[config.mk]
export PLATFORM = sky130hd
export DESIGN_NAME = dcq_front
export DESIGN_NICKNAME = d
export VERILOG_FILES = /design/src/hw/rtl/dcq_pkg.sv /design/src/hw/rtl/dcq_front.sv
export SDC_FILE = /design/constraint.sdc
export NUM_CORES = 2
export LEC_CHECK = 0
export ABC_AREA = 1
export BUFFER_PORTS_ARGS = -buffer_cell sky130_fd_sc_hd__buf_4
export CAP_MARGIN = 15
export CELL_PAD_IN_SITES_DETAIL_PLACEMENT = 1
export CELL_PAD_IN_SITES_GLOBAL_PLACEMENT = 1
export CORE_MARGIN = 2
export CORE_UTILIZATION = 35
export CTS_BUF_LIST = sky130_fd_sc_hd__clkbuf_4
export CTS_CLUSTER_SIZE = 28
export DETAILED_ROUTE_END_ITERATION = 7
export PLACE_DENSITY = 0.73
export SETUP_SLACK_MARGIN = 0.02
export SYNTH_ARGS = -nofsm -noshare
export SYNTH_HDL_FRONTEND = slang
export SYNTH_SLANG_ARGS = --single-unit
export TNS_END_PERCENT = 20
[constraint.sdc]
create_clock -name clk -period 11.4 [get_ports clk]
set_input_delay 1.71 -clock clk [delete_from_list [all_inputs] [get_ports clk]]
set_output_delay 1.71 -clock clk [all_outputs]
set_load 0.1 [all_outputs]
[src/hw/rtl/dcq_pkg.sv]
package dcq_pkg;

  // Fixed field widths.
  localparam int DATA_W        = 32;
  localparam int ARG_W         = 36;
  localparam int NUM_W         = 33;
  localparam int ROOT_W        = 32;
  localparam int X_W           = 64;
  localparam int NUM_LANES     = 3;
  localparam int FRAC_BITS_DEF = 30;

  // Branch codes.
  localparam logic [1:0] BR_Q1    = 2'd0;
  localparam logic [1:0] BR_Q2    = 2'd1;
  localparam logic [1:0] BR_Q3    = 2'd2;
  localparam logic [1:0] BR_TRACE = 2'd3;

  // Data that rides along the square-root pipeline.
  typedef struct packed {
    logic [1:0]              branch;
    logic signed [NUM_W-1:0] num2;
    logic signed [NUM_W-1:0] num1;
    logic signed [NUM_W-1:0] num0;
  } dcq_side_t;

endpackage

[src/hw/rtl/dcq_front.sv]
module dcq_front #(
  parameter int FRAC_BITS = dcq_pkg::FRAC_BITS_DEF
) (
  input  logic                              clk,
  input  logic                              rst_n,
  input  logic                              en,
  input  logic                              in_valid,
  input  logic signed [dcq_pkg::DATA_W-1:0] c11, c12, c13, c21, c22, c23, c31, c32, c33,
  output logic                              out_valid,
  output logic [dcq_pkg::X_W-1:0]           out_x,
  output dcq_pkg::dcq_side_t                out_side
);
  import dcq_pkg::*;

  localparam logic signed [ARG_W-1:0] ONE_A = ARG_W'(1) << FRAC_BITS;

  function automatic logic signed [ARG_W-1:0] sx(input logic signed [DATA_W-1:0] v);
    return {{(ARG_W-DATA_W){v[DATA_W-1]}}, v};
  endfunction

  function automatic logic signed [NUM_W-1:0] nx(input logic signed [DATA_W-1:0] v);
    return {v[DATA_W-1], v};
  endfunction

  // Stage 1: branch tests, root arguments and all numerators.
  logic                    v1_r;
  logic                    ge0_r, ge1_r, ge2_r;
  logic signed [ARG_W-1:0] arg0_r, arg1_r, arg2_r, arg3_r;
  logic signed [NUM_W-1:0] na_r, nb_r, nc_r, nd_r, ne_r, nf_r;

  always_ff @(posedge clk) begin
    if (!rst_n) begin
      v1_r <= 1'b0;
    end else if (en) begin
      v1_r <= in_valid;
    end
  end

  always_ff @(posedge clk) begin
    if (en) begin
      ge0_r  <= sx(c11) >= sx(c22) + sx(c33);
      ge1_r  <= sx(c22) >= sx(c11) + sx(c33);
      ge2_r  <= sx(c33) >= sx(c11) + sx(c22);
      arg0_r <= ONE_A + sx(c11) - sx(c22) - sx(c33);
      arg1_r <= ONE_A - sx(c11) + sx(c22) - sx(c33);
      arg2_r <= ONE_A - sx(c11) - sx(c22) + sx(c33);
      arg3_r <= ONE_A + sx(c11) + sx(c22) + sx(c33);
      na_r   <= nx(c32) - nx(c23);
      nb_r   <= nx(c12) + nx(c21);
      nc_r   <= nx(c13) + nx(c31);
      nd_r   <= nx(c13) - nx(c31);
      ne_r   <= nx(c23) + nx(c32);
      nf_r   <= nx(c21) - nx(c12);
    end
  end

  // Stage 2: branch select, clamp, and scale of the root argument.
  logic [1:0]              br;
  logic signed [ARG_W-1:0] arg_sel;
  logic [ARG_W-1:0]        arg_clamp;
  dcq_side_t               side;

  always_comb begin
    if (ge0_r)      br = BR_Q1;
    else if (ge1_r) br = BR_Q2;
    else if (ge2_r) br = BR_Q3;
    else            br = BR_TRACE;
  end

  always_comb begin
    side.branch = br;
    unique case (br)
      BR_Q1: begin
        arg_sel   = arg0_r;
        side.num0 = na_r; side.num1 = nb_r; side.num2 = nc_r;
      end
      BR_Q2: begin
        arg_sel   = arg1_r;
        side.num0 = nd_r; side.num1 = nb_r; side.num2 = ne_r;
      end
      BR_Q3: begin
        arg_sel   = arg2_r;
        side.num0 = nf_r; side.num1 = nc_r; side.num2 = ne_r;
      end
      default: begin
        arg_sel   = arg3_r;
        side.num0 = na_r; side.num1 = nd_r; side.num2 = nf_r;
      end
    endcase
    arg_clamp = arg_sel[ARG_W-1] ? '0 : arg_sel;
  end

  always_ff @(posedge clk) begin
    if (!rst_n) begin
      out_valid <= 1'b0;
    end else if (en) begin
      out_valid <= v1_r;
    end
  end

  always_ff @(posedge clk) begin
    if (en) begin
      out_x    <= X_W'(arg_clamp) << (FRAC_BITS - 2);
      out_side <= side;
    end
  end

endmodule

==> out/results.md <==
CTS
• **number of gates resized after CTS** 0
• **number of buffers created by CTS** 145
• **Max Root-Sink Buffers** 3
• **Clock Sinks** 474
• **maximum level of the CTS H-tree** 4
• **insertion delay to the later sink of the worst-skew pair** 1.20 ns
• **clock tree from TritonCTS** yes
• **root cell of the clock tree** clkbuf_4
• **clock slew at reported path FFs** 0.07 ns
• **number of hold buffers added after CTS** 0
• **buffers inserted during post-CTS setup optimization** 0

Routing
• **DRC** 0
• **number of vias per cell** 5.35
• **Detailed Routing Iterations Pass 1** 5
• **vias post-DR** 56300
• **wire per inst** 25.2 um
• **final routed wirelength across all metal layers** 265 mm
• **remaining antenna violation count** 0
• **Initial DRC Count** 5142

Die
• **Std-Cell Core Area** 152000 um2
• **Die Area** 157000 um2
• **Starting Density** 35.3%
• **die height** 396 um
• **IO Count** 458
• **width of the die** 396 um
• **standard-cell rows** 143

Pwr
• **Internal Power** 4.62 mW
• **sequential share of power** 28.6%
• **clock share of power** 18.7%
• **worst vdd ir** 0.0000992 V
• **total chip power** 9.50 mW
• **power dissipated by switching net loads** 4.88 mW
• **portion of total power attributed to combinational logic** 52.7%
• **pwr/cell area** 156 nW/um2
• **Leak** 31.4 nW
• **Switching Fraction** 51.4%

Timing
• **share of the cycle needed by the critical path after routing** 43.5%
• **final-report max-slew violation count** 0
• **skew final** 0.0596 ns
• **Sum Neg Setup Slack** 0 ns
• **Fmax** 202 MHz
• **final period demand of the worst path** 4.96 ns
• **unrepaired setup endpoints after global routing** no
• **remaining max-slew budget at the tightest pin** 29.5%
• **Final Hold Viols** 0
• **final setup violating endpoints** 0
• **transition time at the pin with the least slew margin** 1.06 ns
• **final-layout worst hold slack** 0.523 ns

Worst setup path
• **arrival time at the worst endpoint** 5.86 ns
• **startpoint type of the worst setup path** primary input
• **Worst setup EP type** flip-flop
• **depth of the worst register-to-register path** 7
• **highest net fanout along the worst path** 7
• **Crit path largest cell delay** 0.58 ns
• **combined buffer and inverter count along the critical path** 2
• **kind of critical path** primary input to flip-flop
• **Data required, critical path** 12.30 ns
• **delay-heaviest family, CP** simple AND/OR/NAND/NOR gates
• **highest-delay cell along the critical path** fa_1
• **critical path's most frequent cell** nand2_1
• **instance count on the critical path** 19
• **chain of cells forming the critical path** buf_4 > inv_1 > ha_1 > nand2_1 > nor2_1 > nand3b_1 > nor2_1 > nand2_1 > nor2_1 > xnor2_1 > fa_1 > ha_1 > nand2_1 > nor2_1 > nand2_1 > nor3_1 > nand2_1 > nand3_1 > nand2_1

Placed design
• **final weighted congestion of routability-driven global placement** 0.970
• **I/O Buffers** 428
• **hpwl dp** 225 mm
• **instance count after placement with tap cells included** 10300

Global route
• **total routing usage reported by global routing** 32.9%
• **initial antenna violation count** 17
• **first-pass GRT wire length** 376 mm
• **largest net degree at the start of global routing** 159
• **number of global-route vias before repair** 56300
• **grt total ovfl** 0

Yosys
• **netlist area before placement** 53800 um2
• **sequential fraction of the synthesis area** 26.4%
• **ys flop type** edfxtp_1
• **synthesized netlist cell count** 7919
• **Yosys cell types** 45
• **EDFF count, synth** 472
• **asr flop ratio synth** 0%
• **Ys Warns** 0
• **average cell area after synthesis** 6.79 um2
• **post-synthesis register bit count** 474

Layout
• **share of post-route cells with drive strength above 1** 7.97%
• **most frequent cells in the layout** nand2_1, inv_1, nor2_1
• **Final Core Density** 39.9%
• **area delta synth->final** 13.1%
• **Final Instance Count excl. Fillers** 10500
• **most common cell after layout, fill and taps aside** nand2_1
• **number of nets in the layout** 9385
• **number of fillers in the final layout** 19800

Run status
• **outcome** finished, final reports clean

Hold path
• **cell depth of the worst hold path** 2
• **classification of the worst-slack hold path** flip-flop to flip-flop

Job
• **maxcap violations** 0

==> flip-flops by register name, indices dropped and copies added (netlist names), 33 cells and up <==
register  cells
ne_r         33
nc_r         33
arg3_r       34
arg0_r       35
arg1_r       35
arg2_r       34
out_x        35
nf_r         33
out_side    101
==> cells by family (layout without fill, tap and decap cells) <==
group,count (synthesis),count (layout),synth area share (%)
adder cells (fa/ha/maj),709,709,18.6
AO/OA/AOI/OAI,1006,1006,10.5
other,1,48,0.00698
buffers and inverters,1519,2058,11.0
AND/OR/NAND/NOR,3977,3977,29.7
XOR/XNOR,233,233,3.80
flip-flops,474,474,26.4
==> cell usage after synthesis, types with 14 or more instances <==
library cell	number	area, um2
inv_1	1360	5100
nand3_1	325	1630
a22o_1	27	236
a21oi_1	511	2560
nor3_1	118	591
nor2_1	792	2970
ha_1	561	7020
o21bai_1	48	360
fa_1	148	2960
o22ai_1	14	87.6
nand4_1	97	607
buf_2	88	440
a221oi_1	27	236
a22oi_1	53	398
clkbuf_1	30	113
nand2_1	2579	9680
xor2_1	159	1390
edfxtp_1	472	14200
buf_4	29	218
nor4_1	15	93.8
xnor2_1	74	648
nand3b_1	32	240
o21ai_0	277	1390
==> layer usage <==
| layer | track usage, % | vias to the layer above | part of all wire [%] |
|---|---|---|---|
| met5 | 0 | - | 0 |
| met4 | 10.1 | 0 | 3.1 |
| met3 | 6.32 | 358 | 8.4 |
| met2 | 48.0 | 2231 | 41 |
| met1 | 48.5 | 27600 | 47 |
| li1 | - | 26200 | - |
==> worst register-to-register path: cells and delay by family, from the launching register on <==
kind	cells	cell delay (ns)
AOI/OAI and AO/OA	1	0.74
and+or+nand+nor	4	1.86
buffers and inverters	2	1.15
DFF	1	0.32
==> power by group through the flow <==
stage                     clock network (mW)  registers [mW]  logic (mW)
after global placement                     0            2.73        4.85
after floorplan                            0            3.39        2.33
after global routing                    1.89            2.73        5.35
after CTS                               1.82            2.71        4.93
after detailed placement                   0            2.74        4.90
final                                   1.78            2.72        5.01
==> cell type report <==
class / instances / area [um2] / share of cell area [%]
multi-input combinational: 5955 / 33700 / 55.5
sequential: 474 / 14200 / 23.4
antenna: 18 / 45.0 / 0.0741
clock inverter: 50 / 308 / 0.506
inverter: 1368 / 5140 / 8.45
timing repair buffer: 440 / 3340 / 5.49
tap: 2030 / 2540 / 4.18
clock buffer: 200 / 1500 / 2.47
==> through the flow <==
stage / setup slack [ns] / instance area [um2]
6_report: 6.44 / 60800
5_1_grt: 6.24 / 60800
4_1_cts: 6.56 / 60800
3_5_place_dp: 5.34 / 59000
3_3_place_gp: 5.48 / 59000
2_1_floorplan: 6.56 / 53900
==> worst paths after layout <==
check | start | endpoint | slack, ns
setup / recovery | c11[0] | arg2_r[29] | 6.44
hold / removal | v1_r | out_valid | 0.52
setup reg to reg | ge0_r | out_x[31] | 7.06
hold reg to reg | v1_r | out_valid | 0.52
Note: power is estimated with default switching activity, not from simulation.
